[src/sv/xybq_pkg.sv]
// ----------------------------------------------------------------------------
// xybq_pkg
// Shared constants, codes and control types of the X/Y biquad low-pass.
// ----------------------------------------------------------------------------
package xybq_pkg;

   localparam int SAMPLE_WIDTH_DEF   = 16;
   localparam int COEF_FRAC_BITS_DEF = 14;

   localparam int COEF_W      = 18;
   localparam int HIST_W      = 24;
   localparam int PROD_W      = HIST_W + COEF_W;
   localparam int DIGIT_W     = 6;
   localparam int NUM_DIGITS  = COEF_W / DIGIT_W;
   localparam int DIGIT_IDX_W = $clog2(NUM_DIGITS);

   localparam int FB_TERMS   = 2;
   localparam int FF_TERMS   = 3;
   localparam int TERM_IDX_W = 2;

   localparam int CSR_ADDR_W = 5;
   localparam int CSR_DATA_W = 32;
   localparam int REG_IDX_W  = 3;

   typedef enum logic [REG_IDX_W-1:0] {
      REG_B0    = 3'd0,
      REG_B1    = 3'd1,
      REG_B2    = 3'd2,
      REG_A1    = 3'd3,
      REG_A2    = 3'd4,
      REG_FORCE = 3'd5
   } reg_idx_type;

   typedef enum logic [1:0] {
      OP_H0 = 2'd0,
      OP_H1 = 2'd1,
      OP_W  = 2'd2
   } op_sel_type;

   typedef enum logic [2:0] {
      CS_B0 = 3'd0,
      CS_B1 = 3'd1,
      CS_B2 = 3'd2,
      CS_A1 = 3'd3,
      CS_A2 = 3'd4
   } coef_sel_type;

   typedef enum logic [2:0] {
      ST_IDLE     = 3'd0,
      ST_FEEDBACK = 3'd1,
      ST_WSAT     = 3'd2,
      ST_FEEDFWD  = 3'd3,
      ST_FINISH   = 3'd4
   } seq_state_type;

   typedef struct packed {
      logic                   load;
      logic                   mac_en;
      logic                   subtract;
      logic                   w_latch;
      logic                   commit;
      logic [DIGIT_IDX_W-1:0] digit;
      op_sel_type             op_sel;
      coef_sel_type           coef_sel;
   } ctl_type;

   typedef struct packed {
      logic [COEF_W-1:0] b0;
      logic [COEF_W-1:0] b1;
      logic [COEF_W-1:0] b2;
      logic [COEF_W-1:0] a1;
      logic [COEF_W-1:0] a2;
      logic              force_bright;
   } coef_set_type;

endpackage

[src/sv/xybq_req_if.sv]
// ----------------------------------------------------------------------------
// xybq_req_if
// Input channel: one X/Y/intensity sample frame per item.
// ----------------------------------------------------------------------------
interface xybq_req_if #(
   parameter int SAMPLE_WIDTH = xybq_pkg::SAMPLE_WIDTH_DEF
);
   logic                           valid;
   logic                           ready;
   logic signed [SAMPLE_WIDTH-1:0] x_sample;
   logic signed [SAMPLE_WIDTH-1:0] y_sample;
   logic signed [SAMPLE_WIDTH-1:0] intensity_sample;

   modport source (output valid, x_sample, y_sample, intensity_sample, input ready);
   modport sink   (input valid, x_sample, y_sample, intensity_sample, output ready);
endinterface

[src/sv/xybq_rsp_if.sv]
// ----------------------------------------------------------------------------
// xybq_rsp_if
// Result channel: one filtered X/Y/intensity frame per item.
// ----------------------------------------------------------------------------
interface xybq_rsp_if #(
   parameter int SAMPLE_WIDTH = xybq_pkg::SAMPLE_WIDTH_DEF
);
   logic                           valid;
   logic                           ready;
   logic signed [SAMPLE_WIDTH-1:0] x_filtered;
   logic signed [SAMPLE_WIDTH-1:0] y_filtered;
   logic signed [SAMPLE_WIDTH-1:0] intensity_out;

   modport source (output valid, x_filtered, y_filtered, intensity_out, input ready);
   modport sink   (input valid, x_filtered, y_filtered, intensity_out, output ready);
endinterface

[src/sv/xy_biquad_lowpass.sv]
// ----------------------------------------------------------------------------
// xy_biquad_lowpass
// Two-channel direct-form-II biquad low-pass for X/Y beam deflection samples.
// ----------------------------------------------------------------------------
// Each item carries signed X, Y and intensity samples (Q1.(SAMPLE_WIDTH-1)).
// X and Y run through their own biquad, both using the five shared Q4.14
// coefficients b0, b1, b2, a1, a2 from the register port; each keeps two
// 24-bit delay words that saturate on overflow, and the filtered outputs
// saturate to the sample width. Intensity passes through, or reads full scale
// when the brightness bit is set. One result item follows each input item.
// The X and Y lanes run side by side, each on its own digit-serial multiplier
// that takes one 6-bit coefficient digit per cycle. After accepting an item,
// the block steps through two feedback products, a delay-word saturation
// step, three feedforward products and a step that loads the result
// register, and only then takes the next item. A finished result waits in the
// output register while the next item is accepted; a stalled result
// only holds the block in its last step. Registers: b0 at 0x00, b1 at 0x04,
// b2 at 0x08, a1 at 0x0C, a2 at 0x10, brightness bit at 0x14; write them only
// while no item is in flight.
// ----------------------------------------------------------------------------
module xy_biquad_lowpass #(
   parameter int SAMPLE_WIDTH   = xybq_pkg::SAMPLE_WIDTH_DEF,
   parameter int COEF_FRAC_BITS = xybq_pkg::COEF_FRAC_BITS_DEF
) (
   input  logic                             clock,
   input  logic                             reset,
   xybq_req_if.sink                         req,
   xybq_rsp_if.source                       rsp,
   input  logic                             csr_psel,
   input  logic                             csr_penable,
   input  logic                             csr_pwrite,
   input  logic [xybq_pkg::CSR_ADDR_W-1:0]  csr_paddr,
   input  logic [xybq_pkg::CSR_DATA_W-1:0]  csr_pwdata,
   output logic [xybq_pkg::CSR_DATA_W-1:0]  csr_prdata,
   output logic                             csr_pready
);

   localparam logic signed [SAMPLE_WIDTH-1:0] FULL_SCALE =
      {1'b0, {(SAMPLE_WIDTH - 1){1'b1}}};

   xybq_pkg::coef_set_type coefs;
   xybq_pkg::ctl_type      ctl;
   logic                   idle;
   logic                   req_fire;
   logic                   out_free;

   logic signed [xybq_pkg::COEF_W-1:0]                          coef_cur;
   logic [xybq_pkg::NUM_DIGITS-1:0][xybq_pkg::DIGIT_W-1:0]     coef_digits;
   logic signed [xybq_pkg::DIGIT_W:0]                           coef_digit;

   logic signed [SAMPLE_WIDTH-1:0] x_result, y_result;
   logic signed [SAMPLE_WIDTH-1:0] intensity_ff;

   logic                           rsp_valid_ff, rsp_valid_in;
   logic signed [SAMPLE_WIDTH-1:0] x_out_ff, y_out_ff, i_out_ff;

   // Register file.
   xybq_csr #(
      .COEF_FRAC_BITS (COEF_FRAC_BITS)
   ) u_csr (
      .clock   (clock),
      .reset   (reset),
      .psel    (csr_psel),
      .penable (csr_penable),
      .pwrite  (csr_pwrite),
      .paddr   (csr_paddr),
      .pwdata  (csr_pwdata),
      .prdata  (csr_prdata),
      .pready  (csr_pready),
      .coefs   (coefs)
   );

   // Accept a new item whenever the lanes are idle, even with a result waiting.
   assign req.ready = idle;
   assign req_fire  = req.valid && idle;
   assign out_free  = !rsp_valid_ff || rsp.ready;

   xybq_seq u_seq (
      .clock    (clock),
      .reset    (reset),
      .req_fire (req_fire),
      .out_free (out_free),
      .idle     (idle),
      .ctl      (ctl)
   );

   // Pick the coefficient for the current product, then its current digit.
   always_comb begin
      unique case (ctl.coef_sel)
         xybq_pkg::CS_B0: coef_cur = coefs.b0;
         xybq_pkg::CS_B1: coef_cur = coefs.b1;
         xybq_pkg::CS_B2: coef_cur = coefs.b2;
         xybq_pkg::CS_A1: coef_cur = coefs.a1;
         xybq_pkg::CS_A2: coef_cur = coefs.a2;
         default:         coef_cur = '0;
      endcase
   end

   // Lower digits are unsigned; the top digit carries the coefficient sign.
   assign coef_digits = coef_cur;
   always_comb begin
      if (ctl.digit == xybq_pkg::DIGIT_IDX_W'(xybq_pkg::NUM_DIGITS - 1)) begin
         coef_digit = {coef_cur[xybq_pkg::COEF_W-1], coef_digits[ctl.digit]};
      end else begin
         coef_digit = {1'b0, coef_digits[ctl.digit]};
      end
   end

   xybq_lane #(
      .SAMPLE_WIDTH   (SAMPLE_WIDTH),
      .COEF_FRAC_BITS (COEF_FRAC_BITS)
   ) u_lane_x (
      .clock      (clock),
      .reset      (reset),
      .ctl        (ctl),
      .sample_in  (req.x_sample),
      .coef_digit (coef_digit),
      .result     (x_result)
   );

   xybq_lane #(
      .SAMPLE_WIDTH   (SAMPLE_WIDTH),
      .COEF_FRAC_BITS (COEF_FRAC_BITS)
   ) u_lane_y (
      .clock      (clock),
      .reset      (reset),
      .ctl        (ctl),
      .sample_in  (req.y_sample),
      .coef_digit (coef_digit),
      .result     (y_result)
   );

   // Capture intensity at accept; it needs no filtering.
   always_ff @(posedge clock) begin
      if (req_fire) begin
         intensity_ff <= coefs.force_bright ? FULL_SCALE : req.intensity_sample;
      end
   end

   // Output register: load on commit, drop valid once the item is taken.
   always_comb begin
      rsp_valid_in = rsp_valid_ff;
      if (ctl.commit) begin
         rsp_valid_in = 1'b1;
      end else if (rsp.ready) begin
         rsp_valid_in = 1'b0;
      end
   end

   always_ff @(posedge clock) begin
      if (reset) begin
         rsp_valid_ff <= 1'b0;
      end else begin
         rsp_valid_ff <= rsp_valid_in;
      end
   end

   always_ff @(posedge clock) begin
      if (ctl.commit) begin
         x_out_ff <= x_result;
         y_out_ff <= y_result;
         i_out_ff <= intensity_ff;
      end
   end

   assign rsp.valid         = rsp_valid_ff;
   assign rsp.x_filtered    = x_out_ff;
   assign rsp.y_filtered    = y_out_ff;
   assign rsp.intensity_out = i_out_ff;

endmodule

[src/sv/xybq_csr.sv]
// ----------------------------------------------------------------------------
// xybq_csr
// APB-style register file holding the shared coefficients and brightness bit.
// ----------------------------------------------------------------------------
module xybq_csr #(
   parameter int COEF_FRAC_BITS = xybq_pkg::COEF_FRAC_BITS_DEF
) (
   input  logic                                clock,
   input  logic                                reset,
   input  logic                                psel,
   input  logic                                penable,
   input  logic                                pwrite,
   input  logic [xybq_pkg::CSR_ADDR_W-1:0]     paddr,
   input  logic [xybq_pkg::CSR_DATA_W-1:0]     pwdata,
   output logic [xybq_pkg::CSR_DATA_W-1:0]     prdata,
   output logic                                pready,
   output xybq_pkg::coef_set_type              coefs
);

   xybq_pkg::coef_set_type regs_ff;
   xybq_pkg::coef_set_type regs_in;
   xybq_pkg::reg_idx_type  idx;
   logic                   wr_en;

   assign idx    = xybq_pkg::reg_idx_type'(paddr[xybq_pkg::CSR_ADDR_W-1:2]);
   assign wr_en  = psel && penable && pwrite;
   assign pready = 1'b1;
   assign coefs  = regs_ff;

   always_comb begin
      regs_in = regs_ff;
      if (wr_en) begin
         unique case (idx)
            xybq_pkg::REG_B0:    regs_in.b0 = pwdata[xybq_pkg::COEF_W-1:0];
            xybq_pkg::REG_B1:    regs_in.b1 = pwdata[xybq_pkg::COEF_W-1:0];
            xybq_pkg::REG_B2:    regs_in.b2 = pwdata[xybq_pkg::COEF_W-1:0];
            xybq_pkg::REG_A1:    regs_in.a1 = pwdata[xybq_pkg::COEF_W-1:0];
            xybq_pkg::REG_A2:    regs_in.a2 = pwdata[xybq_pkg::COEF_W-1:0];
            xybq_pkg::REG_FORCE: regs_in.force_bright = pwdata[0];
            default:             regs_in = regs_ff;
         endcase
      end
   end

   // Return coefficients sign-extended, the brightness bit zero-extended.
   always_comb begin
      unique case (idx)
         xybq_pkg::REG_B0:    prdata = xybq_pkg::CSR_DATA_W'($signed(regs_ff.b0));
         xybq_pkg::REG_B1:    prdata = xybq_pkg::CSR_DATA_W'($signed(regs_ff.b1));
         xybq_pkg::REG_B2:    prdata = xybq_pkg::CSR_DATA_W'($signed(regs_ff.b2));
         xybq_pkg::REG_A1:    prdata = xybq_pkg::CSR_DATA_W'($signed(regs_ff.a1));
         xybq_pkg::REG_A2:    prdata = xybq_pkg::CSR_DATA_W'($signed(regs_ff.a2));
         xybq_pkg::REG_FORCE: prdata = xybq_pkg::CSR_DATA_W'(regs_ff.force_bright);
         default:             prdata = '0;
      endcase
   end

   always_ff @(posedge clock) begin
      if (reset) begin
         regs_ff.b0           <= xybq_pkg::COEF_W'(1 << COEF_FRAC_BITS);
         regs_ff.b1           <= '0;
         regs_ff.b2           <= '0;
         regs_ff.a1           <= '0;
         regs_ff.a2           <= '0;
         regs_ff.force_bright <= 1'b0;
      end else begin
         regs_ff <= regs_in;
      end
   end

endmodule

[src/sv/xybq_seq.sv]
// ----------------------------------------------------------------------------
// xybq_seq
// Sequencer: steps both filter lanes through the digit-serial products.
// ----------------------------------------------------------------------------
module xybq_seq (
   input  logic              clock,
   input  logic              reset,
   input  logic              req_fire,
   input  logic              out_free,
   output logic              idle,
   output xybq_pkg::ctl_type ctl
);

   xybq_pkg::seq_state_type             state_ff, state_in;
   logic [xybq_pkg::DIGIT_IDX_W-1:0]    digit_ff, digit_in;
   logic [xybq_pkg::TERM_IDX_W-1:0]     term_ff, term_in;
   logic                                last_digit;

   assign last_digit = (digit_ff == xybq_pkg::DIGIT_IDX_W'(xybq_pkg::NUM_DIGITS - 1));

   always_ff @(posedge clock) begin
      if (reset) begin
         state_ff <= xybq_pkg::ST_IDLE;
         digit_ff <= '0;
         term_ff  <= '0;
      end else begin
         state_ff <= state_in;
         digit_ff <= digit_in;
         term_ff  <= term_in;
      end
   end

   always_comb begin
      state_in     = state_ff;
      digit_in     = digit_ff;
      term_in      = term_ff;
      idle         = 1'b0;
      ctl          = '0;
      ctl.digit    = digit_ff;
      ctl.op_sel   = xybq_pkg::OP_H0;
      ctl.coef_sel = xybq_pkg::CS_B0;
      unique case (state_ff)
         xybq_pkg::ST_IDLE: begin
            idle     = 1'b1;
            ctl.load = req_fire;
            if (req_fire) begin
               state_in = xybq_pkg::ST_FEEDBACK;
               digit_in = '0;
               term_in  = '0;
            end
         end
         xybq_pkg::ST_FEEDBACK: begin
            ctl.mac_en   = 1'b1;
            ctl.subtract = 1'b1;
            if (term_ff == '0) begin
               ctl.op_sel   = xybq_pkg::OP_H0;
               ctl.coef_sel = xybq_pkg::CS_A1;
            end else begin
               ctl.op_sel   = xybq_pkg::OP_H1;
               ctl.coef_sel = xybq_pkg::CS_A2;
            end
            if (last_digit) begin
               digit_in = '0;
               if (term_ff == xybq_pkg::TERM_IDX_W'(xybq_pkg::FB_TERMS - 1)) begin
                  term_in  = '0;
                  state_in = xybq_pkg::ST_WSAT;
               end else begin
                  term_in = term_ff + 1'b1;
               end
            end else begin
               digit_in = digit_ff + 1'b1;
            end
         end
         xybq_pkg::ST_WSAT: begin
            ctl.w_latch = 1'b1;
            state_in    = xybq_pkg::ST_FEEDFWD;
         end
         xybq_pkg::ST_FEEDFWD: begin
            ctl.mac_en = 1'b1;
            case (term_ff)
               2'd0: begin
                  ctl.op_sel   = xybq_pkg::OP_W;
                  ctl.coef_sel = xybq_pkg::CS_B0;
               end
               2'd1: begin
                  ctl.op_sel   = xybq_pkg::OP_H0;
                  ctl.coef_sel = xybq_pkg::CS_B1;
               end
               default: begin
                  ctl.op_sel   = xybq_pkg::OP_H1;
                  ctl.coef_sel = xybq_pkg::CS_B2;
               end
            endcase
            if (last_digit) begin
               digit_in = '0;
               if (term_ff == xybq_pkg::TERM_IDX_W'(xybq_pkg::FF_TERMS - 1)) begin
                  term_in  = '0;
                  state_in = xybq_pkg::ST_FINISH;
               end else begin
                  term_in = term_ff + 1'b1;
               end
            end else begin
               digit_in = digit_ff + 1'b1;
            end
         end
         xybq_pkg::ST_FINISH: begin
            if (out_free) begin
               ctl.commit = 1'b1;
               state_in   = xybq_pkg::ST_IDLE;
            end
         end
         default: state_in = xybq_pkg::ST_IDLE;
      endcase
   end

endmodule

[src/sv/xybq_lane.sv]
// ----------------------------------------------------------------------------
// xybq_lane
// One biquad channel: digit-serial multiply-accumulate, delay words, rounding.
// ----------------------------------------------------------------------------
module xybq_lane #(
   parameter int SAMPLE_WIDTH   = xybq_pkg::SAMPLE_WIDTH_DEF,
   parameter int COEF_FRAC_BITS = xybq_pkg::COEF_FRAC_BITS_DEF
) (
   input  logic                               clock,
   input  logic                               reset,
   input  xybq_pkg::ctl_type                  ctl,
   input  logic signed [SAMPLE_WIDTH-1:0]     sample_in,
   input  logic signed [xybq_pkg::DIGIT_W:0]  coef_digit,
   output logic signed [SAMPLE_WIDTH-1:0]     result
);

   localparam int HIST_W = xybq_pkg::HIST_W;
   localparam int WIDE_W = (SAMPLE_WIDTH + COEF_FRAC_BITS > xybq_pkg::PROD_W) ?
                           SAMPLE_WIDTH + COEF_FRAC_BITS : xybq_pkg::PROD_W;
   localparam int ACC_W  = WIDE_W + 3;
   localparam int PART_W = HIST_W + xybq_pkg::DIGIT_W + 1;

   localparam logic signed [ACC_W-1:0] RND_BIAS = ACC_W'(1) <<< (COEF_FRAC_BITS - 1);
   localparam logic signed [ACC_W-1:0] HIST_MAX =
      {{(ACC_W - HIST_W + 1){1'b0}}, {(HIST_W - 1){1'b1}}};
   localparam logic signed [ACC_W-1:0] HIST_MIN = ~HIST_MAX;
   localparam logic signed [ACC_W-1:0] SAMP_MAX =
      {{(ACC_W - SAMPLE_WIDTH + 1){1'b0}}, {(SAMPLE_WIDTH - 1){1'b1}}};
   localparam logic signed [ACC_W-1:0] SAMP_MIN = ~SAMP_MAX;

   logic signed [ACC_W-1:0]  acc_ff, acc_in;
   logic signed [HIST_W-1:0] w_ff, w_in;
   logic signed [HIST_W-1:0] h0_ff, h1_ff;
   logic signed [HIST_W-1:0] operand;
   logic signed [PART_W-1:0] partial;
   logic signed [ACC_W-1:0]  term;
   logic signed [ACC_W-1:0]  rnd;

   always_comb begin
      unique case (ctl.op_sel)
         xybq_pkg::OP_H0: operand = h0_ff;
         xybq_pkg::OP_H1: operand = h1_ff;
         xybq_pkg::OP_W:  operand = w_ff;
         default:         operand = '0;
      endcase
   end

   // One coefficient digit per cycle, weighted by its digit position.
   assign partial = operand * coef_digit;
   assign term    = ACC_W'(partial) <<< (xybq_pkg::DIGIT_W * int'(ctl.digit));

   // Round half up, then floor shift.
   assign rnd = (acc_ff + RND_BIAS) >>> COEF_FRAC_BITS;

   always_comb begin
      if (rnd > HIST_MAX) begin
         w_in = HIST_W'(HIST_MAX);
      end else if (rnd < HIST_MIN) begin
         w_in = HIST_W'(HIST_MIN);
      end else begin
         w_in = HIST_W'(rnd);
      end
      if (rnd > SAMP_MAX) begin
         result = SAMPLE_WIDTH'(SAMP_MAX);
      end else if (rnd < SAMP_MIN) begin
         result = SAMPLE_WIDTH'(SAMP_MIN);
      end else begin
         result = SAMPLE_WIDTH'(rnd);
      end
   end

   always_comb begin
      acc_in = acc_ff;
      if (ctl.load) begin
         acc_in = ACC_W'(sample_in) <<< COEF_FRAC_BITS;
      end else if (ctl.w_latch) begin
         acc_in = '0;
      end else if (ctl.mac_en) begin
         acc_in = ctl.subtract ? (acc_ff - term) : (acc_ff + term);
      end
   end

   always_ff @(posedge clock) begin
      acc_ff <= acc_in;
      if (ctl.w_latch) begin
         w_ff <= w_in;
      end
   end

   always_ff @(posedge clock) begin
      if (reset) begin
         h0_ff <= '0;
         h1_ff <= '0;
      end else if (ctl.commit) begin
         h1_ff <= h0_ff;
         h0_ff <= w_ff;
      end
   end

endmodule

[src/flat_wrapper.sv]
// flat-port wrapper written by rule: the top's interface ports become plain ports
module xy_biquad_lowpass_flat 
#(
   parameter int SAMPLE_WIDTH   = xybq_pkg::SAMPLE_WIDTH_DEF,
   parameter int COEF_FRAC_BITS = xybq_pkg::COEF_FRAC_BITS_DEF
)
  (clock, reset, csr_psel, csr_penable, csr_pwrite, csr_paddr, csr_pwdata, csr_prdata, csr_pready, req_valid, req_x_sample, req_y_sample, req_intensity_sample, req_ready, rsp_valid, rsp_x_filtered, rsp_y_filtered, rsp_intensity_out, rsp_ready);
  xybq_req_if #(.SAMPLE_WIDTH(SAMPLE_WIDTH)) req_i ();
  xybq_rsp_if #(.SAMPLE_WIDTH(SAMPLE_WIDTH)) rsp_i ();
  input  logic clock;
  input  logic reset;
  input  logic csr_psel;
  input  logic csr_penable;
  input  logic csr_pwrite;
  input  logic [xybq_pkg::CSR_ADDR_W-1:0] csr_paddr;
  input  logic [xybq_pkg::CSR_DATA_W-1:0] csr_pwdata;
  output logic [xybq_pkg::CSR_DATA_W-1:0] csr_prdata;
  output logic csr_pready;
  input wire logic [$bits(req_i.valid)-1:0] req_valid;
  input wire logic [$bits(req_i.x_sample)-1:0] req_x_sample;
  input wire logic [$bits(req_i.y_sample)-1:0] req_y_sample;
  input wire logic [$bits(req_i.intensity_sample)-1:0] req_intensity_sample;
  output wire logic [$bits(req_i.ready)-1:0] req_ready;
  output wire logic [$bits(rsp_i.valid)-1:0] rsp_valid;
  output wire logic [$bits(rsp_i.x_filtered)-1:0] rsp_x_filtered;
  output wire logic [$bits(rsp_i.y_filtered)-1:0] rsp_y_filtered;
  output wire logic [$bits(rsp_i.intensity_out)-1:0] rsp_intensity_out;
  input wire logic [$bits(rsp_i.ready)-1:0] rsp_ready;
  assign req_i.valid = req_valid;
  assign req_i.x_sample = req_x_sample;
  assign req_i.y_sample = req_y_sample;
  assign req_i.intensity_sample = req_intensity_sample;
  assign req_ready = req_i.ready;
  assign rsp_valid = rsp_i.valid;
  assign rsp_x_filtered = rsp_i.x_filtered;
  assign rsp_y_filtered = rsp_i.y_filtered;
  assign rsp_intensity_out = rsp_i.intensity_out;
  assign rsp_i.ready = rsp_ready;
  xy_biquad_lowpass #(.SAMPLE_WIDTH(SAMPLE_WIDTH), .COEF_FRAC_BITS(COEF_FRAC_BITS)) u_core (.clock(clock), .reset(reset), .req(req_i), .rsp(rsp_i), .csr_psel(csr_psel), .csr_penable(csr_penable), .csr_pwrite(csr_pwrite), .csr_paddr(csr_paddr), .csr_pwdata(csr_pwdata), .csr_prdata(csr_prdata), .csr_pready(csr_pready));
endmodule
[config.mk]
export PLATFORM = sky130hd
export DESIGN_NAME = xy_biquad_lowpass_flat
export DESIGN_NICKNAME = d
export VERILOG_FILES = /design/src/sv/xybq_pkg.sv /design/src/sv/xybq_req_if.sv /design/src/sv/xybq_rsp_if.sv /design/src/sv/xy_biquad_lowpass.sv /design/src/sv/xybq_csr.sv /design/src/sv/xybq_seq.sv /design/src/sv/xybq_lane.sv /design/src/flat_wrapper.sv
export SDC_FILE = /design/constraint.sdc
export NUM_CORES = 2
export LEC_CHECK = 0
export ABC_AREA = 1
export BUFFER_PORTS_ARGS = -buffer_cell sky130_fd_sc_hd__buf_4
export CORE_MARGIN = 4
export CORE_UTILIZATION = 40
export CTS_CLUSTER_DIAMETER = 60
export DETAILED_ROUTE_END_ITERATION = 7
export SLEW_MARGIN = 20
export SYNTH_ARGS = -nofsm -noshare
export SYNTH_HDL_FRONTEND = slang
export SYNTH_SLANG_ARGS = --single-unit
[constraint.sdc]
create_clock -name clock -period 8.9 [get_ports clock]
set_clock_uncertainty 0.2 [all_clocks]
set_input_delay 0.445 -clock clock [delete_from_list [all_inputs] [get_ports clock]]
set_output_delay 0.445 -clock clock [all_outputs]
set_load 0.005 [all_outputs]
==> metrics.cfg <==
[clock_network]
root_buffer=clkbuf_16
path_clk_slew_ps=70
clock_path_buffers=3
clock_sinks=397
clk_latency_ps=620
cts_tree=built
cts_made_buffers=50
htree_levels=2

[synth]
yosys-mux-area-fraction_pct=0
syn_area_um2=42200
yosysTopAreaCell=nand2_1
synth-async-reset-ratio_pct=0
synthAdderAreaFrac_pct=18.4
synth_fp_nets=6818
synth_compound_area_share_pct=12.6
synthTopCellsByCount=nand2_1, inv_1, nor2_1
synth-edff-count=174
yosysMostFrequentCell=nand2_1
seq_area_frac_synth_pct=23.0
yosys-top-cells-area=nand2_1, edfxtp_1, fa_1, dfxtp_1, inv_1
ys.flop_type=dfxtp_1
postSynthCellCount=6255
synthSimpleGateAreaFrac_pct=31.4
ys_seq_elements=397
ys_warn_count=0
ys_types=66
yosys.area.top_type_share_pct=14.3
synth_xor_area_share_pct=3.59
synth_top_family_by_area=simple AND/OR/NAND/NOR gates
avgSynthCellArea_um2=6.74

[detailed_routing]
routed_wl_mm=161
ant_nets=0
num_vias=45911
drc=0
firstDrtPassIters=6
viasPerCell=5.25
drt-initial-drc-count=4661
avgRoutedWirePerCell_um=18.4

[layout]
nets=7884
stdcell_count=8741
drive_gt1_share_pct=29.2
seqCellArea_um2=9700
diodes=0
area_delta_synth_final_pct=38.8
multiInputGateArea_um2=31500
fillers=9765

[setup_path]
slowest_delay_ps=570
worstSetupEndpointType=flop
path_class=reg2reg
timing.rr.start=u_core.u_seq.state_ff[1]
cp.arrival_ps=9550
crit_path_start_kind=flop
cp_common_cell=nand2_1
crit_slowest_cell=fa_1
required_ps=9040
path_max_fanout=5
r2r_end=u_core.u_lane_y.acc_ff[44]
reg2reg_depth=61
reg2reg_setup_slack_ps=-510

[timing]
timing.final.hold_violations=0
setup_slack_ps=-508
min_period_over_period_pct=106
setup_viol=45
period_needed_ps=9410
rsz0062_at_grt=true
timing.fmax_mhz=106
finalMaxSlewViolations=0
worst_slew_pin_slew_ps=1180
slew_headroom_pct=21.6

[placement]
dpl.hpwl_mm=122
gp_congestion=0.948
dp.cells=8491
portBuffers=157

[die]
die_w_um=333
io_pins=175
die_y_um=333
core_um2=104000
dieArea_um2=111000
num_rows=118
start_util_pct=40.5

[hold_path]
hold_start=csr_paddr[4]
holdCritPathClass=in2reg
hold_depth=4
min_to=u_core.u_csr.coefs[0]

[global_routing]
grt_max_degree=114
grt_pass1_wl_mm=246
gr-total-overflow=0
first_global_vias=43681
groute.usage.overall_pct=27.7
antenna_found_initial=0

[status]
violations=setup timing
status=finished with violations

[job]
timing.max_cap.violations=0

[pwr]
power_w=0.0205
powerDensity_nw_per_um2=350
peakVddDrop_mv=0.409
p_leak_nw=28.5

==> power breakdown <==
| group | total [W] | leakage, nW | switching, W | internal, W |
|---|---|---|---|---|
| Combinational | 0.0154 | 24.2 | 0.00850 | 0.00687 |
| Clock | 0.00225 | 0.875 | 0.000905 | 0.00134 |
| Sequential | 0.00284 | 3.46 | 0.000397 | 0.00245 |
==> how the worst max path moves through the flow <==
| stage | from | to | slack [ps] | depth (start not counted) |
|---|---|---|---|---|
| after CTS | u_core.u_seq.term_ff[0] | u_core.u_lane_y.acc_ff[44] | -340 | 58 |
| final | u_core.u_seq.state_ff[1] | u_core.u_lane_y.acc_ff[44] | -510 | 61 |
| after global placement | u_core.u_seq.term_ff[1] | u_core.u_lane_y.acc_ff[41] | -1000 | 53 |
| after floorplan | u_core.u_seq.digit_ff[0] | u_core.u_lane_x.acc_ff[38] | 30 | 52 |
| after detailed placement | u_core.u_seq.term_ff[0] | u_core.u_lane_x.acc_ff[44] | -1060 | 55 |
| after global routing | u_core.u_seq.state_ff[0] | u_core.u_lane_y.acc_ff[44] | -1010 | 58 |
==> critical path: cells and delay by family, from the launching register on <==
family                   cells  cell delay, ps
AND/OR/NAND/NOR             35            3770
buffers and inverters       14            1560
AO/OA/AOI/OAI                6             520
flip-flops                   1             330
adder cells (fa/ha/maj)      6            2710
==> cells in the final DEF (no fill, tap or decap), types with 31 or more instances in the layout <==
cell / count
buf_4: 1138
clkbuf_16: 56
nor2_4: 40
a22oi_1: 53
o21ai_1: 66
inv_2: 36
inv_1: 886
ha_1: 156
xnor2_1: 46
and2_1: 31
o21ai_0: 277
a21oi_1: 284
xor2_1: 97
nand2_1: 1453
nand2_2: 159
a21oi_2: 65
ha_4: 61
dfxtp_1: 217
nand3_1: 332
nand3_2: 141
dlygate4sd3_1: 65
nor2_2: 107
edfxtp_1: 174
fa_1: 248
nand4_1: 70
or2_2: 34
nor2_1: 575
==> area by class of cell <==
type                            count  share of cell area (%)
Clock inverter                     33                   0.744
Tap cell                         1380                    2.95
Clock buffer                       59                    2.32
Multi-Input combinational cell   4670                    53.8
Inverter                          943                    6.12
Sequential cell                   397                    16.6
Timing Repair Buffer             1259                    17.5
==> layer usage <==
layer / GRT usage (%) / part of all wire (%) / up-vias
met5: 0 / 0 / -
met4: 6.30 / 2.4 / 0
met3: 2.85 / 6.8 / 204
met2: 43.5 / 45 / 1604
met1: 41.1 / 46 / 21916
li1: - / - / 22187
==> registers in the layout (all words and copies together), names as in the netlist, 24 cells and up <==
| signal | flops |
|---|---|
| u_core.u_lane_y.w_ff | 24 |
| u_core.u_lane_x.w_ff | 24 |
| u_core.u_lane_y.h1_ff | 24 |
| u_core.u_csr.coefs | 91 |
| u_core.u_lane_x.h1_ff | 24 |
| u_core.u_lane_y.acc_ff | 45 |
| u_core.u_lane_x.acc_ff | 45 |
| u_core.u_lane_x.h0_ff | 24 |
| u_core.u_lane_y.h0_ff | 24 |
==> repair_timing <==
action | CTS | global route
resized for setup | 622 | 257
setup endpoints to repair | 63 | 66
gates cloned | 6 | 4
buffers inserted | 60 | 24
hold buffers | 65 | 0
endpoints found under the hold margin | 136 | 0
pin swaps | 158 | 108
==> cells by family (layout without fill, tap and decap cells) <==
group | Yosys count | count (layout)
adders and majority gates | 471 | 471
DFF | 397 | 397
xor gates and xnor gates | 171 | 171
and+or+nand+nor | 3087 | 3088
other | 1 | 1
buffers and inverters | 1189 | 2294
AOI/OAI and AO/OA | 939 | 939
==> through the flow <==
step / TNS (ps) / setup slack (ps) / cell area [um2] / hold WS (ps) / util [%]
after floorplan: 0 / 30.5 / 42200 / 200 / -
after global placement: -34080 / -1000 / 51500 / 200 / 49.4
after detailed placement: -40280 / -1060 / 51500 / 205 / 49.4
after CTS: -5070 / -339 / 57100 / 29.7 / 54.9
after global routing: -35530 / -1010 / 58500 / 84.7 / 56.2
final: -11270 / -508 / 58500 / 69.9 / 56.2
Note: power is estimated with default switching activity, not from simulation.
